### src/hw/rtl/ecsm_pkg.sv
// Shared types, constants and the microprogram of the scalar multiplier.
package ecsm_pkg;

	localparam int FIELD_BITS_DEF  = 31;
	localparam int SCALAR_BITS_DEF = 64;
	localparam int REG_DEPTH       = 16;
	localparam int RADDR_W         = 4;
	localparam int UPC_W           = 6;
	localparam int ECNT_W          = 5;
	localparam int CFG_IDX_W       = 2;

	localparam logic [CFG_IDX_W-1:0] CFG_MODULUS = 2'd0;
	localparam logic [CFG_IDX_W-1:0] CFG_COEFF_A = 2'd1;

	// Register file slots. The last four are aliases resolved by the controller
	// to the accumulator or to the running point, depending on the mode.
	localparam logic [RADDR_W-1:0] R_QX   = 4'd0;
	localparam logic [RADDR_W-1:0] R_QY   = 4'd1;
	localparam logic [RADDR_W-1:0] R_AX   = 4'd2;
	localparam logic [RADDR_W-1:0] R_AY   = 4'd3;
	localparam logic [RADDR_W-1:0] R_A    = 4'd4;
	localparam logic [RADDR_W-1:0] R_T1   = 4'd5;
	localparam logic [RADDR_W-1:0] R_T2   = 4'd6;
	localparam logic [RADDR_W-1:0] R_T3   = 4'd7;
	localparam logic [RADDR_W-1:0] R_B    = 4'd8;
	localparam logic [RADDR_W-1:0] R_V    = 4'd9;
	localparam logic [RADDR_W-1:0] R_ZERO = 4'd10;
	localparam logic [RADDR_W-1:0] R_ONE  = 4'd11;
	localparam logic [RADDR_W-1:0] R_SX   = 4'd12;
	localparam logic [RADDR_W-1:0] R_SY   = 4'd13;
	localparam logic [RADDR_W-1:0] R_DX   = 4'd14;
	localparam logic [RADDR_W-1:0] R_DY   = 4'd15;

	// Source selectors carried in the ra field of reduce and constant ops.
	localparam logic [RADDR_W-1:0] SRC_PX   = 4'd0;
	localparam logic [RADDR_W-1:0] SRC_PY   = 4'd1;
	localparam logic [RADDR_W-1:0] SRC_CA   = 4'd2;
	localparam logic [RADDR_W-1:0] VAL_ZERO = 4'd0;
	localparam logic [RADDR_W-1:0] VAL_ONE  = 4'd1;

	localparam logic [UPC_W-1:0] UPC_LOOP     = 6'd7;
	localparam logic [UPC_W-1:0] UPC_AFTERADD = 6'd10;
	localparam logic [UPC_W-1:0] UPC_PADD     = 6'd14;
	localparam logic [UPC_W-1:0] UPC_CHORD    = 6'd28;
	localparam logic [UPC_W-1:0] UPC_INV      = 6'd30;
	localparam logic [UPC_W-1:0] UPC_ELOOP    = 6'd33;
	localparam logic [UPC_W-1:0] UPC_ESQ      = 6'd35;
	localparam logic [UPC_W-1:0] UPC_COPY     = 6'd47;
	localparam logic [UPC_W-1:0] UPC_MKINF    = 6'd50;
	localparam logic [UPC_W-1:0] UPC_RETN     = 6'd51;
	localparam logic [UPC_W-1:0] UPC_FIN      = 6'd52;

	typedef enum logic [3:0] {
		OP_CONST, OP_RED, OP_ADD, OP_SUB, OP_MUL, OP_CMP, OP_FIN, OP_JMP,
		OP_MODEADD, OP_MODEDBL, OP_SHIFT, OP_EINIT, OP_EJMP, OP_RET, OP_RETINF, OP_RETN
	} uop_t;

	typedef enum logic [3:0] {
		C_ALWAYS, C_NOTNEG, C_NOTBIT0, C_MAGZERO, C_QINF, C_ADDINF, C_NOTEQ, C_ZERO,
		C_NOTEBIT
	} cond_t;

	typedef struct packed {
		uop_t               op;
		cond_t              cond;
		logic [RADDR_W-1:0] rd;
		logic [RADDR_W-1:0] ra;
		logic [RADDR_W-1:0] rb;
		logic [UPC_W-1:0]   tgt;
	} uinstr_t;

	typedef struct packed {
		logic               load;
		logic               rd;
		logic               ex;
		uop_t               op;
		logic [RADDR_W-1:0] raddr_a;
		logic [RADDR_W-1:0] raddr_b;
		logic [RADDR_W-1:0] waddr;
		logic [RADDR_W-1:0] sel;
		logic [ECNT_W-1:0]  ecnt;
		logic               inf;
	} dp_cmd_t;

	typedef struct packed {
		logic eq;
		logic zero;
		logic ebit;
		logic mul_done;
		logic p_small;
	} dp_stat_t;

	function automatic uinstr_t mk(uop_t op, cond_t c, logic [RADDR_W-1:0] rd,
			logic [RADDR_W-1:0] ra, logic [RADDR_W-1:0] rb, logic [UPC_W-1:0] tgt);
		uinstr_t u;
		u.op   = op;
		u.cond = c;
		u.rd   = rd;
		u.ra   = ra;
		u.rb   = rb;
		u.tgt  = tgt;
		return u;
	endfunction

	function automatic uinstr_t uprog(logic [UPC_W-1:0] a);
		uinstr_t u;
		unique case (a)
			6'd0:  u = mk(OP_CONST,   C_ALWAYS,  R_ZERO, VAL_ZERO, R_ZERO, '0);
			6'd1:  u = mk(OP_CONST,   C_ALWAYS,  R_ONE,  VAL_ONE,  R_ZERO, '0);
			6'd2:  u = mk(OP_RED,     C_ALWAYS,  R_QX,   SRC_PX,   R_ZERO, '0);
			6'd3:  u = mk(OP_RED,     C_ALWAYS,  R_QY,   SRC_PY,   R_ZERO, '0);
			6'd4:  u = mk(OP_RED,     C_ALWAYS,  R_A,    SRC_CA,   R_ZERO, '0);
			6'd5:  u = mk(OP_JMP,     C_NOTNEG,  R_ZERO, R_ZERO,   R_ZERO, UPC_LOOP);
			6'd6:  u = mk(OP_SUB,     C_ALWAYS,  R_QY,   R_ZERO,   R_QY,   '0);
			6'd7:  u = mk(OP_JMP,     C_NOTBIT0, R_ZERO, R_ZERO,   R_ZERO, UPC_AFTERADD);
			6'd8:  u = mk(OP_MODEADD, C_ALWAYS,  R_ZERO, R_ZERO,   R_ZERO, '0);
			6'd9:  u = mk(OP_JMP,     C_ALWAYS,  R_ZERO, R_ZERO,   R_ZERO, UPC_PADD);
			6'd10: u = mk(OP_SHIFT,   C_ALWAYS,  R_ZERO, R_ZERO,   R_ZERO, '0);
			6'd11: u = mk(OP_JMP,     C_MAGZERO, R_ZERO, R_ZERO,   R_ZERO, UPC_FIN);
			6'd12: u = mk(OP_MODEDBL, C_ALWAYS,  R_ZERO, R_ZERO,   R_ZERO, '0);
			6'd13: u = mk(OP_JMP,     C_ALWAYS,  R_ZERO, R_ZERO,   R_ZERO, UPC_PADD);
			6'd14: u = mk(OP_JMP,     C_QINF,    R_ZERO, R_ZERO,   R_ZERO, UPC_RETN);
			6'd15: u = mk(OP_JMP,     C_ADDINF,  R_ZERO, R_ZERO,   R_ZERO, UPC_COPY);
			6'd16: u = mk(OP_CMP,     C_ALWAYS,  R_ZERO, R_SX,     R_QX,   '0);
			6'd17: u = mk(OP_JMP,     C_NOTEQ,   R_ZERO, R_ZERO,   R_ZERO, UPC_CHORD);
			6'd18: u = mk(OP_ADD,     C_ALWAYS,  R_T1,   R_SY,     R_QY,   '0);
			6'd19: u = mk(OP_JMP,     C_ZERO,    R_ZERO, R_ZERO,   R_ZERO, UPC_MKINF);
			6'd20: u = mk(OP_CMP,     C_ALWAYS,  R_ZERO, R_SY,     R_QY,   '0);
			6'd21: u = mk(OP_JMP,     C_NOTEQ,   R_ZERO, R_ZERO,   R_ZERO, UPC_CHORD);
			6'd22: u = mk(OP_MUL,     C_ALWAYS,  R_T1,   R_SX,     R_SX,   '0);
			6'd23: u = mk(OP_ADD,     C_ALWAYS,  R_T2,   R_T1,     R_T1,   '0);
			6'd24: u = mk(OP_ADD,     C_ALWAYS,  R_T1,   R_T2,     R_T1,   '0);
			6'd25: u = mk(OP_ADD,     C_ALWAYS,  R_T1,   R_T1,     R_A,    '0);
			6'd26: u = mk(OP_ADD,     C_ALWAYS,  R_T2,   R_SY,     R_SY,   '0);
			6'd27: u = mk(OP_JMP,     C_ALWAYS,  R_ZERO, R_ZERO,   R_ZERO, UPC_INV);
			6'd28: u = mk(OP_SUB,     C_ALWAYS,  R_T1,   R_QY,     R_SY,   '0);
			6'd29: u = mk(OP_SUB,     C_ALWAYS,  R_T2,   R_QX,     R_SX,   '0);
			6'd30: u = mk(OP_ADD,     C_ALWAYS,  R_B,    R_T2,     R_ZERO, '0);
			6'd31: u = mk(OP_ADD,     C_ALWAYS,  R_V,    R_ONE,    R_ZERO, '0);
			6'd32: u = mk(OP_EINIT,   C_ALWAYS,  R_ZERO, R_ZERO,   R_ZERO, '0);
			6'd33: u = mk(OP_JMP,     C_NOTEBIT, R_ZERO, R_ZERO,   R_ZERO, UPC_ESQ);
			6'd34: u = mk(OP_MUL,     C_ALWAYS,  R_V,    R_V,      R_B,    '0);
			6'd35: u = mk(OP_MUL,     C_ALWAYS,  R_B,    R_B,      R_B,    '0);
			6'd36: u = mk(OP_EJMP,    C_ALWAYS,  R_ZERO, R_ZERO,   R_ZERO, UPC_ELOOP);
			6'd37: u = mk(OP_MUL,     C_ALWAYS,  R_B,    R_T1,     R_V,    '0);
			6'd38: u = mk(OP_MUL,     C_ALWAYS,  R_T1,   R_B,      R_B,    '0);
			6'd39: u = mk(OP_SUB,     C_ALWAYS,  R_T1,   R_T1,     R_SX,   '0);
			6'd40: u = mk(OP_SUB,     C_ALWAYS,  R_T3,   R_T1,     R_QX,   '0);
			6'd41: u = mk(OP_SUB,     C_ALWAYS,  R_T2,   R_SX,     R_T3,   '0);
			6'd42: u = mk(OP_MUL,     C_ALWAYS,  R_T2,   R_B,      R_T2,   '0);
			6'd43: u = mk(OP_SUB,     C_ALWAYS,  R_T2,   R_T2,     R_SY,   '0);
			6'd44: u = mk(OP_ADD,     C_ALWAYS,  R_DX,   R_T3,     R_ZERO, '0);
			6'd45: u = mk(OP_ADD,     C_ALWAYS,  R_DY,   R_T2,     R_ZERO, '0);
			6'd46: u = mk(OP_RET,     C_ALWAYS,  R_ZERO, R_ZERO,   R_ZERO, '0);
			6'd47: u = mk(OP_ADD,     C_ALWAYS,  R_DX,   R_QX,     R_ZERO, '0);
			6'd48: u = mk(OP_ADD,     C_ALWAYS,  R_DY,   R_QY,     R_ZERO, '0);
			6'd49: u = mk(OP_RET,     C_ALWAYS,  R_ZERO, R_ZERO,   R_ZERO, '0);
			6'd50: u = mk(OP_RETINF,  C_ALWAYS,  R_ZERO, R_ZERO,   R_ZERO, '0);
			6'd51: u = mk(OP_RETN,    C_ALWAYS,  R_ZERO, R_ZERO,   R_ZERO, '0);
			default: u = mk(OP_FIN,   C_ALWAYS,  R_ZERO, R_AX,     R_AY,   '0);
		endcase
		return u;
	endfunction

endpackage

### src/hw/rtl/ecsm_ram.sv
// Generic register file RAM: one write port, two registered read ports.
module ecsm_ram #(
	parameter int WIDTH = 31,
	parameter int DEPTH = 16
) (
	input  logic                     clk,
	input  logic                     we,
	input  logic [$clog2(DEPTH)-1:0] waddr,
	input  logic [WIDTH-1:0]         wdata,
	input  logic                     re,
	input  logic [$clog2(DEPTH)-1:0] raddr_a,
	input  logic [$clog2(DEPTH)-1:0] raddr_b,
	output logic [WIDTH-1:0]         rdata_a,
	output logic [WIDTH-1:0]         rdata_b
);
	logic [WIDTH-1:0] mem_q [DEPTH];

	always_ff @(posedge clk) begin
		if (we) begin
			mem_q[waddr] <= wdata;
		end
		if (re) begin
			rdata_a <= mem_q[raddr_a];
			rdata_b <= mem_q[raddr_b];
		end
	end
endmodule

### src/hw/rtl/ecsm_modmul.sv
// Bit-serial modular multiplier, one multiplier bit per cycle, MSB first.
module ecsm_modmul #(
	parameter int FIELD_BITS = 31
) (
	input  logic                  clk,
	input  logic                  arst_n,
	input  logic                  start,
	input  logic [FIELD_BITS-1:0] a,
	input  logic [FIELD_BITS-1:0] b,
	input  logic [FIELD_BITS-1:0] p,
	output logic                  done,
	output logic [FIELD_BITS-1:0] prod
);
	localparam int CW = $clog2(FIELD_BITS);
	localparam logic [CW-1:0] LAST = CW'(FIELD_BITS - 1);

	logic                  run_q;
	logic                  done_q;
	logic [CW-1:0]         cnt_q;
	logic [FIELD_BITS-1:0] a_q;
	logic [FIELD_BITS-1:0] b_q;
	logic [FIELD_BITS-1:0] acc_q;
	logic [FIELD_BITS+1:0] t0;
	logic [FIELD_BITS+1:0] t1;
	logic [FIELD_BITS+1:0] t2;
	logic [FIELD_BITS+1:0] pw;

	// The accumulator stays below p, so 2*acc + a is below 3p: two trial
	// subtractions bring it back into range.
	always_comb begin
		pw = {2'b00, p};
		t0 = {1'b0, acc_q, 1'b0} + (b_q[FIELD_BITS-1] ? {2'b00, a_q} : '0);
		t1 = (t0 >= pw) ? t0 - pw : t0;
		t2 = (t1 >= pw) ? t1 - pw : t1;
	end

	always_ff @(posedge clk or negedge arst_n) begin
		if (!arst_n) begin
			run_q  <= 1'b0;
			done_q <= 1'b0;
			cnt_q  <= '0;
		end else begin
			done_q <= 1'b0;
			if (start) begin
				run_q <= 1'b1;
				cnt_q <= '0;
			end else if (run_q) begin
				cnt_q <= cnt_q + 1'b1;
				if (cnt_q == LAST) begin
					run_q  <= 1'b0;
					done_q <= 1'b1;
				end
			end
		end
	end

	always_ff @(posedge clk) begin
		if (start) begin
			a_q   <= a;
			b_q   <= b;
			acc_q <= '0;
		end else if (run_q) begin
			b_q   <= {b_q[FIELD_BITS-2:0], 1'b0};
			acc_q <= t2[FIELD_BITS-1:0];
		end
	end

	assign done = done_q;
	assign prod = acc_q;
endmodule

### src/hw/rtl/ecsm_datapath.sv
// Datapath: configuration registers, field register file, modular ALU and multiplier.
module ecsm_datapath #(
	parameter int FIELD_BITS = 31
) (
	input  logic                            clk,
	input  logic                            arst_n,
	input  logic                            cfg_we,
	input  logic [ecsm_pkg::CFG_IDX_W-1:0]  cfg_index,
	input  logic [FIELD_BITS-1:0]           cfg_data,
	input  logic [FIELD_BITS-1:0]           px,
	input  logic [FIELD_BITS-1:0]           py,
	input  ecsm_pkg::dp_cmd_t               cmd,
	output ecsm_pkg::dp_stat_t              stat,
	output logic                            done,
	output logic [FIELD_BITS-1:0]           rx,
	output logic [FIELD_BITS-1:0]           ry,
	output logic                            result_infinity
);
	import ecsm_pkg::*;

	localparam int EIW = $clog2(FIELD_BITS);

	logic [FIELD_BITS-1:0] modulus_q;
	logic [FIELD_BITS-1:0] coeff_a_q;
	logic [FIELD_BITS-1:0] px_q;
	logic [FIELD_BITS-1:0] py_q;
	logic [FIELD_BITS-1:0] rdata_a;
	logic [FIELD_BITS-1:0] rdata_b;
	logic [FIELD_BITS-1:0] wdata;
	logic                  we;
	logic                  eq_q;
	logic                  zero_q;
	logic                  done_q;
	logic                  rinf_q;
	logic [FIELD_BITS-1:0] rx_q;
	logic [FIELD_BITS-1:0] ry_q;
	logic [FIELD_BITS:0]   sum;
	logic [FIELD_BITS:0]   sum_r;
	logic [FIELD_BITS:0]   dif;
	logic [FIELD_BITS:0]   dif_r;
	logic [FIELD_BITS-1:0] pm2;
	logic                  mul_start;
	logic [FIELD_BITS-1:0] mul_a;
	logic [FIELD_BITS-1:0] mul_b;
	logic                  mul_done;
	logic [FIELD_BITS-1:0] mul_p;

	always_ff @(posedge clk or negedge arst_n) begin
		if (!arst_n) begin
			modulus_q <= '1;
			coeff_a_q <= '0;
		end else if (cfg_we) begin
			if (cfg_index == CFG_MODULUS) begin
				modulus_q <= cfg_data;
			end else if (cfg_index == CFG_COEFF_A) begin
				coeff_a_q <= cfg_data;
			end
		end
	end

	always_ff @(posedge clk) begin
		if (cmd.load) begin
			px_q <= px;
			py_q <= py;
		end
	end

	always_comb begin
		sum   = {1'b0, rdata_a} + {1'b0, rdata_b};
		sum_r = (sum >= {1'b0, modulus_q}) ? sum - {1'b0, modulus_q} : sum;
		dif   = {1'b0, rdata_a} - {1'b0, rdata_b};
		dif_r = (rdata_a < rdata_b) ? dif + {1'b0, modulus_q} : dif;
		pm2   = modulus_q - FIELD_BITS'(2);
	end

	// Reduction of raw inputs runs through the multiplier as 1 * value.
	always_comb begin
		mul_start = cmd.ex && (cmd.op == OP_MUL || cmd.op == OP_RED);
		mul_a     = rdata_a;
		mul_b     = rdata_b;
		if (cmd.op == OP_RED) begin
			mul_a = FIELD_BITS'(1);
			unique case (cmd.sel)
				SRC_PX:  mul_b = px_q;
				SRC_PY:  mul_b = py_q;
				default: mul_b = coeff_a_q;
			endcase
		end
	end

	always_comb begin
		we    = 1'b0;
		wdata = mul_p;
		if (mul_done) begin
			we = 1'b1;
		end else if (cmd.ex) begin
			unique case (cmd.op)
				OP_ADD: begin
					we    = 1'b1;
					wdata = sum_r[FIELD_BITS-1:0];
				end
				OP_SUB: begin
					we    = 1'b1;
					wdata = dif_r[FIELD_BITS-1:0];
				end
				OP_CONST: begin
					we    = 1'b1;
					wdata = (cmd.sel == VAL_ONE) ? FIELD_BITS'(1) : '0;
				end
				default: we = 1'b0;
			endcase
		end
	end

	ecsm_ram #(
		.WIDTH(FIELD_BITS),
		.DEPTH(REG_DEPTH)
	) u_regs (
		.clk    (clk),
		.we     (we),
		.waddr  (cmd.waddr),
		.wdata  (wdata),
		.re     (cmd.rd),
		.raddr_a(cmd.raddr_a),
		.raddr_b(cmd.raddr_b),
		.rdata_a(rdata_a),
		.rdata_b(rdata_b)
	);

	ecsm_modmul #(
		.FIELD_BITS(FIELD_BITS)
	) u_mul (
		.clk   (clk),
		.arst_n(arst_n),
		.start (mul_start),
		.a     (mul_a),
		.b     (mul_b),
		.p     (modulus_q),
		.done  (mul_done),
		.prod  (mul_p)
	);

	always_ff @(posedge clk or negedge arst_n) begin
		if (!arst_n) begin
			eq_q   <= 1'b0;
			zero_q <= 1'b0;
			done_q <= 1'b0;
		end else begin
			done_q <= cmd.ex && cmd.op == OP_FIN;
			if (cmd.ex && cmd.op == OP_CMP) begin
				eq_q <= rdata_a == rdata_b;
			end
			if (cmd.ex && cmd.op == OP_ADD) begin
				zero_q <= sum_r == '0;
			end
		end
	end

	always_ff @(posedge clk) begin
		if (cmd.ex && cmd.op == OP_FIN) begin
			rinf_q <= cmd.inf;
			rx_q   <= cmd.inf ? '0 : rdata_a;
			ry_q   <= cmd.inf ? '0 : rdata_b;
		end
	end

	assign stat.eq       = eq_q;
	assign stat.zero     = zero_q;
	assign stat.ebit     = pm2[cmd.ecnt[EIW-1:0]];
	assign stat.mul_done = mul_done;
	assign stat.p_small  = modulus_q < FIELD_BITS'(3);

	assign done            = done_q;
	assign rx              = rx_q;
	assign ry              = ry_q;
	assign result_infinity = rinf_q;
endmodule

### src/hw/rtl/ecsm_ctrl.sv
// Controller: microprogram sequencer, scalar bits and point-at-infinity flags.
module ecsm_ctrl #(
	parameter int FIELD_BITS  = 31,
	parameter int SCALAR_BITS = 64
) (
	input  logic                   clk,
	input  logic                   arst_n,
	input  logic                   start,
	input  logic [SCALAR_BITS-1:0] scalar,
	input  logic                   point_infinity,
	input  ecsm_pkg::dp_stat_t     stat,
	output ecsm_pkg::dp_cmd_t      cmd,
	output logic                   busy
);
	import ecsm_pkg::*;

	localparam logic [ECNT_W-1:0] ELAST = ECNT_W'(FIELD_BITS - 1);

	typedef enum logic [3:0] {
		ST_IDLE  = 4'b0001,
		ST_FETCH = 4'b0010,
		ST_EXEC  = 4'b0100,
		ST_MULW  = 4'b1000
	} state_t;

	state_t                 state_q;
	logic [UPC_W-1:0]       upc_q;
	logic [SCALAR_BITS-1:0] mag_q;
	logic                   neg_q;
	logic                   dbl_q;
	logic                   acc_inf_q;
	logic                   q_inf_q;
	logic [ECNT_W-1:0]      ecnt_q;
	uinstr_t                u;
	logic                   cond_ok;
	logic [SCALAR_BITS-1:0] start_mag;
	logic                   start_neg;

	function automatic logic [RADDR_W-1:0] resolve(logic [RADDR_W-1:0] r, logic dbl);
		logic [RADDR_W-1:0] o;
		o = r;
		if (r == R_SX || r == R_DX) begin
			o = dbl ? R_QX : R_AX;
		end else if (r == R_SY || r == R_DY) begin
			o = dbl ? R_QY : R_AY;
		end
		return o;
	endfunction

	assign u         = uprog(upc_q);
	assign start_neg = scalar[SCALAR_BITS-1];
	assign start_mag = start_neg ? (~scalar + 1'b1) : scalar;

	always_comb begin
		unique case (u.cond)
			C_ALWAYS:  cond_ok = 1'b1;
			C_NOTNEG:  cond_ok = !neg_q;
			C_NOTBIT0: cond_ok = !mag_q[0];
			C_MAGZERO: cond_ok = mag_q == '0;
			C_QINF:    cond_ok = q_inf_q;
			C_ADDINF:  cond_ok = !dbl_q && acc_inf_q;
			C_NOTEQ:   cond_ok = !stat.eq;
			C_ZERO:    cond_ok = stat.zero;
			C_NOTEBIT: cond_ok = !stat.ebit;
			default:   cond_ok = 1'b0;
		endcase
	end

	always_comb begin
		cmd.load    = start && state_q == ST_IDLE;
		cmd.rd      = 1'b0;
		cmd.ex      = state_q == ST_EXEC;
		cmd.op      = u.op;
		cmd.raddr_a = resolve(u.ra, dbl_q);
		cmd.raddr_b = resolve(u.rb, dbl_q);
		cmd.waddr   = resolve(u.rd, dbl_q);
		cmd.sel     = u.ra;
		cmd.ecnt    = ecnt_q;
		cmd.inf     = acc_inf_q;
		if (state_q == ST_FETCH) begin
			cmd.rd = u.op == OP_CONST || u.op == OP_RED || u.op == OP_ADD ||
				u.op == OP_SUB || u.op == OP_MUL || u.op == OP_CMP || u.op == OP_FIN;
		end
	end

	always_ff @(posedge clk or negedge arst_n) begin
		if (!arst_n) begin
			state_q   <= ST_IDLE;
			upc_q     <= '0;
			mag_q     <= '0;
			neg_q     <= 1'b0;
			dbl_q     <= 1'b0;
			acc_inf_q <= 1'b1;
			q_inf_q   <= 1'b0;
			ecnt_q    <= '0;
		end else begin
			unique case (state_q)
				ST_IDLE: begin
					if (start) begin
						mag_q     <= start_mag;
						neg_q     <= start_neg;
						dbl_q     <= 1'b0;
						acc_inf_q <= 1'b1;
						q_inf_q   <= 1'b0;
						state_q   <= ST_FETCH;
						// Degenerate inputs skip straight to the result.
						if (stat.p_small || start_mag == '0 || point_infinity) begin
							upc_q <= UPC_FIN;
						end else begin
							upc_q <= '0;
						end
					end
				end
				ST_FETCH: begin
					unique case (u.op)
						OP_JMP:     upc_q <= cond_ok ? u.tgt : upc_q + 1'b1;
						OP_MODEADD: begin
							dbl_q <= 1'b0;
							upc_q <= upc_q + 1'b1;
						end
						OP_MODEDBL: begin
							dbl_q <= 1'b1;
							upc_q <= upc_q + 1'b1;
						end
						OP_SHIFT: begin
							mag_q <= mag_q >> 1;
							upc_q <= upc_q + 1'b1;
						end
						OP_EINIT: begin
							ecnt_q <= '0;
							upc_q  <= upc_q + 1'b1;
						end
						OP_EJMP: begin
							if (ecnt_q != ELAST) begin
								ecnt_q <= ecnt_q + 1'b1;
								upc_q  <= u.tgt;
							end else begin
								upc_q <= upc_q + 1'b1;
							end
						end
						OP_RET: begin
							if (!dbl_q) begin
								acc_inf_q <= 1'b0;
							end
							upc_q <= dbl_q ? UPC_LOOP : UPC_AFTERADD;
						end
						OP_RETINF: begin
							if (dbl_q) begin
								q_inf_q <= 1'b1;
							end else begin
								acc_inf_q <= 1'b1;
							end
							upc_q <= dbl_q ? UPC_LOOP : UPC_AFTERADD;
						end
						OP_RETN: upc_q <= dbl_q ? UPC_LOOP : UPC_AFTERADD;
						default: state_q <= ST_EXEC;
					endcase
				end
				ST_EXEC: begin
					if (u.op == OP_MUL || u.op == OP_RED) begin
						state_q <= ST_MULW;
					end else if (u.op == OP_FIN) begin
						state_q <= ST_IDLE;
					end else begin
						upc_q   <= upc_q + 1'b1;
						state_q <= ST_FETCH;
					end
				end
				ST_MULW: begin
					if (stat.mul_done) begin
						upc_q   <= upc_q + 1'b1;
						state_q <= ST_FETCH;
					end
				end
				default: state_q <= ST_IDLE;
			endcase
		end
	end

	assign busy = state_q != ST_IDLE;
endmodule

### src/hw/rtl/ec_scalar_multiply.sv
// Top level of the affine elliptic-curve scalar multiplier.
//
//  channel  | handshake                     | payload
//  ---------+-------------------------------+---------------------------------
//  command  | start in, busy out            | scalar, px, py, point_infinity
//  result   | done strobe out, one cycle    | rx, ry, result_infinity
//  config   | cfg_valid in, cfg_ready out   | cfg_index, cfg_data
//
// One transaction runs to completion before the next is taken; busy stays high
// meanwhile. Each field multiply runs in the shared bit-serial multiplier, and
// each point operation does up to 2*FIELD_BITS + 4 of them, most for the Fermat
// inversion.
// Reset clears the controller and loads the configuration defaults.
// The result strobe cannot be stalled; config is always ready.
module ec_scalar_multiply #(
	parameter int FIELD_BITS  = ecsm_pkg::FIELD_BITS_DEF,
	parameter int SCALAR_BITS = ecsm_pkg::SCALAR_BITS_DEF
) (
	input  logic                           clk,
	input  logic                           arst_n,
	input  logic                           start,
	output logic                           busy,
	input  logic [SCALAR_BITS-1:0]         scalar,
	input  logic [FIELD_BITS-1:0]          px,
	input  logic [FIELD_BITS-1:0]          py,
	input  logic                           point_infinity,
	output logic                           done,
	output logic [FIELD_BITS-1:0]          rx,
	output logic [FIELD_BITS-1:0]          ry,
	output logic                           result_infinity,
	input  logic                           cfg_valid,
	output logic                           cfg_ready,
	input  logic [ecsm_pkg::CFG_IDX_W-1:0] cfg_index,
	input  logic [FIELD_BITS-1:0]          cfg_data
);
	import ecsm_pkg::*;

	dp_cmd_t  cmd;
	dp_stat_t stat;

	assign cfg_ready = 1'b1;

	ecsm_ctrl #(
		.FIELD_BITS (FIELD_BITS),
		.SCALAR_BITS(SCALAR_BITS)
	) u_ctrl (
		.clk           (clk),
		.arst_n        (arst_n),
		.start         (start),
		.scalar        (scalar),
		.point_infinity(point_infinity),
		.stat          (stat),
		.cmd           (cmd),
		.busy          (busy)
	);

	ecsm_datapath #(
		.FIELD_BITS(FIELD_BITS)
	) u_dp (
		.clk            (clk),
		.arst_n         (arst_n),
		.cfg_we         (cfg_valid && cfg_ready),
		.cfg_index      (cfg_index),
		.cfg_data       (cfg_data),
		.px             (px),
		.py             (py),
		.cmd            (cmd),
		.stat           (stat),
		.done           (done),
		.rx             (rx),
		.ry             (ry),
		.result_infinity(result_infinity)
	);
endmodule

### config.mk
export PLATFORM = sky130hd
export DESIGN_NAME = ec_scalar_multiply
export DESIGN_NICKNAME = d
export VERILOG_FILES = /design/src/hw/rtl/ecsm_pkg.sv /design/src/hw/rtl/ecsm_ram.sv /design/src/hw/rtl/ecsm_modmul.sv /design/src/hw/rtl/ecsm_datapath.sv /design/src/hw/rtl/ecsm_ctrl.sv /design/src/hw/rtl/ec_scalar_multiply.sv
export SDC_FILE = /design/constraint.sdc
export NUM_CORES = 2
export LEC_CHECK = 0
export CAP_MARGIN = 20
export CORE_MARGIN = 8
export CORE_UTILIZATION = 34
export CTS_CLUSTER_DIAMETER = 80
export DETAILED_ROUTE_END_ITERATION = 12
export DONT_BUFFER_PORTS = 1
export PLACE_DENSITY = 0.47
export SETUP_SLACK_MARGIN = 0.3
export SKIP_LAST_GASP = 1
export SYNTH_ARGS = -nofsm -noshare
export SYNTH_HDL_FRONTEND = slang
export SYNTH_HIERARCHICAL = 1
export SYNTH_SLANG_ARGS = --single-unit
### constraint.sdc
create_clock -name clk -period 13.5 [get_ports clk]
set_clock_uncertainty 0.1 [all_clocks]
set_input_delay 2.7 -clock clk [delete_from_list [all_inputs] [get_ports clk]]
set_output_delay 2.7 -clock clk [all_outputs]
set_load 0.01 [all_outputs]
==> results.md <==
Place:
- The detailed-placement wirelength estimate is 145000 µm.
- The count of input and output buffers is 0.
- The weighted congestion reported at the end of routability-driven placement is 0.916.
- In this run the cell area measured after placement is 60900 µm².

Critical path:
- In this design, the critical path's most frequently occurring cell is sky130_fd_sc_hd__o21ai_0.
- The worst path required time is 14.10 ns.
- The critical path starts at u_dp/u_mul/b_q[30]$_DFFE_PP_.
- The endpoint kind of the worst setup timing path is a flip-flop.
- The largest fanout of any net on the critical path is 31.
- The arrival time of data at the critical path endpoint is 10.49 ns.
- In this design, the stage delay of the slowest critical-path cell is 0.81 ns.
- The origin of the critical flop-to-flop path is u_dp/u_mul/b_q[30]$_DFFE_PP_.
- The critical path is of the reg -> reg type.
- The slowest stage of the critical path is the sky130_fd_sc_hd__edfxtp_1 cell.
- The worst setup path is launched from a flip-flop.

Routing:
- For this block, the initial DRC count from the detailed router was 4026.
- Using the TritonRoute via totals, the vias-per-cell ratio works out to 5.78.
- The number of routed nets with antenna violations is 0.
- The total number of vias is 43196.
- Before antenna repair, the detailed router went through 5 iterations.
- In the final routed layout, each cell accounts on average for 27.4 µm.
- For this block, the routed nets add up to 205000 µm of wire.
- After detailed routing, the number of remaining DRC violations is 0.

STA:
- Setup repair after global routing left no endpoint under its margin.
- The final number of max-transition violations came to 0.
- For the pin with the worst max-slew slack, the measured transition is 1.17 ns.
- The number of setup violations in the final report is 0.
- The remaining max-slew budget at the tightest pin is 21.2%.
- Based on the critical path, the design can be clocked at up to 101 MHz.
- The number of endpoints with negative hold slack in the final report is 0.
- The worst hold slack after final layout is 0.394 ns.
- The smallest clock period supported by the final layout is computed as 9.88 ns.
- The fraction of the cycle the final worst path needs is 73.2%.
- The post-route setup TNS is 0 ns.

Logic synthesis:
- The flop and latch count out of synthesis is 931.
- Counting every net in the synthesized netlist gives 5560.
- In this run, distinct cell masters in the synthesized netlist total 128.
- Counting flops with an async set or reset pin after synthesis yields a share of 16.6%.
- For this run, the number of Yosys warnings is 6.
- The cell count after synthesis is 5158.
- The number of enable-type register cells in the synthesized netlist is 745.
- The area of the mapped netlist is 58700 µm².
- The proportion of synthesized chip area in sequential cells is 45.9%.
- The synthesized area per cell is 11.4 µm².
- The dominant synthesized flop cell is sky130_fd_sc_hd__edfxtp_1.

Global route:
- The maximum number of pins on one net before global-route repair is 156.
- The global-route wire length before repair is 295000 µm.
- The initial antenna violation count came to 9.
- Summed over all layers, the global routing overflow is 0.
- The via count of the first global-routing pass is 42151.
- The global-route total usage across every layer is 21.1%.

Clock network:
- The CTS buffer count is 112.
- The clock transition at the registers of the reported paths is 0.06 ns.
- The buffers inserted during post-CTS setup optimization is 0.
- The clock latency on the worst-skew pair is 0.82 ns.
- After clock tree synthesis, the repair step resized 0 gates.
- The library cell used as clock root buffer is sky130_fd_sc_hd__clkbuf_16.
- CTS built an H-tree with a depth of 3.
- The count of hold-fix buffers inserted at cts is 0.
- The clock tree buffer depth is 3.
- The clock drives 931 sinks.
- The CTS tree is yes.

Die:
- The floorplan row count is 152.
- The floorplan step defined a die boundary enclosing 186000 µm².
- The chip width is 431 µm.
- The starting density of the core is 34.2%.
- The core area is 172000 µm².
- Pin placement for this block handled 230 I/O pins.
- In this run the vertical extent of the chip is 431 µm.

Cells and area:
- The area added between synthesis and finish is 10.2%.
- In the final design database the tool counted 5467 nets.
- The share of final-layout standard cells stronger than drive strength 1 is 13.2%.
- The final instance area is 64700 µm².

Run:
- The number of maximum-capacitance constraint violations is 0.

Outcome:
- The flow ran to the end, and the final reports show no timing, DRC or antenna violations.

Worst hold path:
- The startpoint of the tightest hold check path is u_ctrl/mag_q[37]$_DFFE_PN0P_.
- The worst min-delay path category is reg -> reg.
-- metal layers --
layer  share of wire [%]  vias up  wire length (µm)  GRT usage [%]
li1                    -    19659                 -              -
met1                  44    22057             89600           28.5
met2                  48     1217             98500           35.3
met3                 4.9      263             10100           2.69
met4                 3.2        0              6640           6.56
met5                   0        -                 0              0
-- logic make-up (layout without fill, tap and decap cells) --
logic type	count (synthesis)	count (layout)	share of synthesized area, %
and+or+nand+nor	1476	1476	12.4
other	1	5	0.00639
muxes	439	439	13.9
AOI/OAI and AO/OA	1325	1325	14.9
buffers and inverters	493	496	3.95
DFF	931	931	45.9
adders and majority gates	238	238	5.17
xor gates and xnor gates	255	255	3.81
-- sequential cells by signal (all words and copies together) (netlist names), 4 cells and up --
register and flops:
u_dp/u_regs/rdata_b 31, u_dp/u_mul/a_q 31, u_dp/u_mul/cnt_q 5, u_ctrl/upc_q 6
u_ctrl/ecnt_q 5, u_ctrl/mag_q 64, u_ctrl/state_q 4, u_dp/rx 31
u_dp/u_regs/mem_q 496, u_dp/ry 31, u_dp/modulus_q 31, u_dp/u_regs/rdata_a 31
u_dp/u_mul/b_q 31, u_dp/coeff_a_q 31, u_dp/py_q 31, u_dp/px_q 31
u_dp/u_mul/prod 31
-- cell usage in the layout (no fill, tap or decap), types with 71 or more instances in the layout --
cell / synthesis / routed
sky130_fd_sc_hd__ha_1: 231 / 231
sky130_fd_sc_hd__a22oi_1: 130 / 130
sky130_fd_sc_hd__buf_4: 8 / 82
sky130_fd_sc_hd__dfrtp_1: 122 / 121
sky130_fd_sc_hd__nand3_1: 73 / 72
sky130_fd_sc_hd__nor2_1: 339 / 322
sky130_fd_sc_hd__mux4_2: 146 / 146
sky130_fd_sc_hd__nor3_1: 78 / 72
sky130_fd_sc_hd__a21oi_1: 323 / 321
sky130_fd_sc_hd__clkbuf_16: 0 / 112
sky130_fd_sc_hd__o21ai_0: 311 / 304
sky130_fd_sc_hd__xor2_1: 97 / 97
sky130_fd_sc_hd__nand2_1: 480 / 480
sky130_fd_sc_hd__mux2_2: 72 / 71
sky130_fd_sc_hd__a21o_1: 82 / 82
sky130_fd_sc_hd__xnor2_1: 158 / 158
sky130_fd_sc_hd__edfxtp_1: 745 / 745
sky130_fd_sc_hd__inv_1: 196 / 195
sky130_fd_sc_hd__mux4_1: 94 / 94
sky130_fd_sc_hd__and2_1: 83 / 81
sky130_fd_sc_hd__mux2i_1: 91 / 91
-- through the flow --
| stage | setup WS, ns | util [%] | std cells |
|---|---|---|---|
| global placement | 3.62 | 35.5 | 7259 |
| global route | 2.76 | 37.7 | 7471 |
| CTS | 3.48 | 37.7 | 7469 |
| detailed placement | 3.63 | 35.5 | 7259 |
| finish | 3.62 | 37.7 | 7475 |
| floorplan | 5.61 | - | 5158 |
-- worst max-delay path: cells and delay by family, from the launching register on --
kind            cells  cell delay (ns)
compound gates     19             4.83
simple gates        7             1.71
flops               1             0.81
fa+ha+maj           3             0.79
mux                 2             0.71
buf+inv             3             0.68
xor+xnor            1             0.12
-- final cells by class --
cell class                      count  area (µm²)
Tap cell                         2310        2890
Clock inverter                     72         701
Fill cell                       16908      107000
Timing Repair Buffer               85         646
Antenna cell                        4        10.0
Clock buffer                      138        3010
Sequential cell                   931       26900
Multi-Input combinational cell   3734       29700
Inverter                          201         754
-- worst paths after layout --
path	to	slack [ns]	depth (start not counted)
max in group asynchronous	u_dp/modulus_q[4]$_DFFE_PN1P_	11.30	0
min in group asynchronous	u_dp/done$_DFF_PN0_	1.49	0
max	u_dp/u_mul/prod[0]$_SDFFE_PP0P_	3.62	35
min reg2reg	u_ctrl/mag_q[37]$_DFFE_PN0P_	0.39	2
max reg2reg	u_dp/u_mul/prod[0]$_SDFFE_PP0P_	3.62	35
min	u_ctrl/mag_q[37]$_DFFE_PN0P_	0.39	2
-- cells in the mapped netlist (83+ instances only) --
cell / count / area [µm²]
sky130_fd_sc_hd__mux4_1: 94 / 2470
sky130_fd_sc_hd__a21oi_1: 323 / 1620
sky130_fd_sc_hd__mux2i_1: 91 / 911
sky130_fd_sc_hd__a22oi_1: 130 / 976
sky130_fd_sc_hd__ha_1: 231 / 2890
sky130_fd_sc_hd__nor2_1: 339 / 1270
sky130_fd_sc_hd__nand2_1: 480 / 1800
sky130_fd_sc_hd__mux4_2: 146 / 3290
sky130_fd_sc_hd__dfrtp_1: 122 / 3050
sky130_fd_sc_hd__and2_1: 83 / 519
sky130_fd_sc_hd__xnor2_1: 158 / 1380
sky130_fd_sc_hd__clkbuf_1: 187 / 702
sky130_fd_sc_hd__edfxtp_1: 745 / 22400
sky130_fd_sc_hd__inv_1: 196 / 736
sky130_fd_sc_hd__o21ai_0: 311 / 1560
sky130_fd_sc_hd__xor2_1: 97 / 850
Power is not shown: default switching activity piles up to over one toggle a cycle in this logic, so the estimate is an artifact.
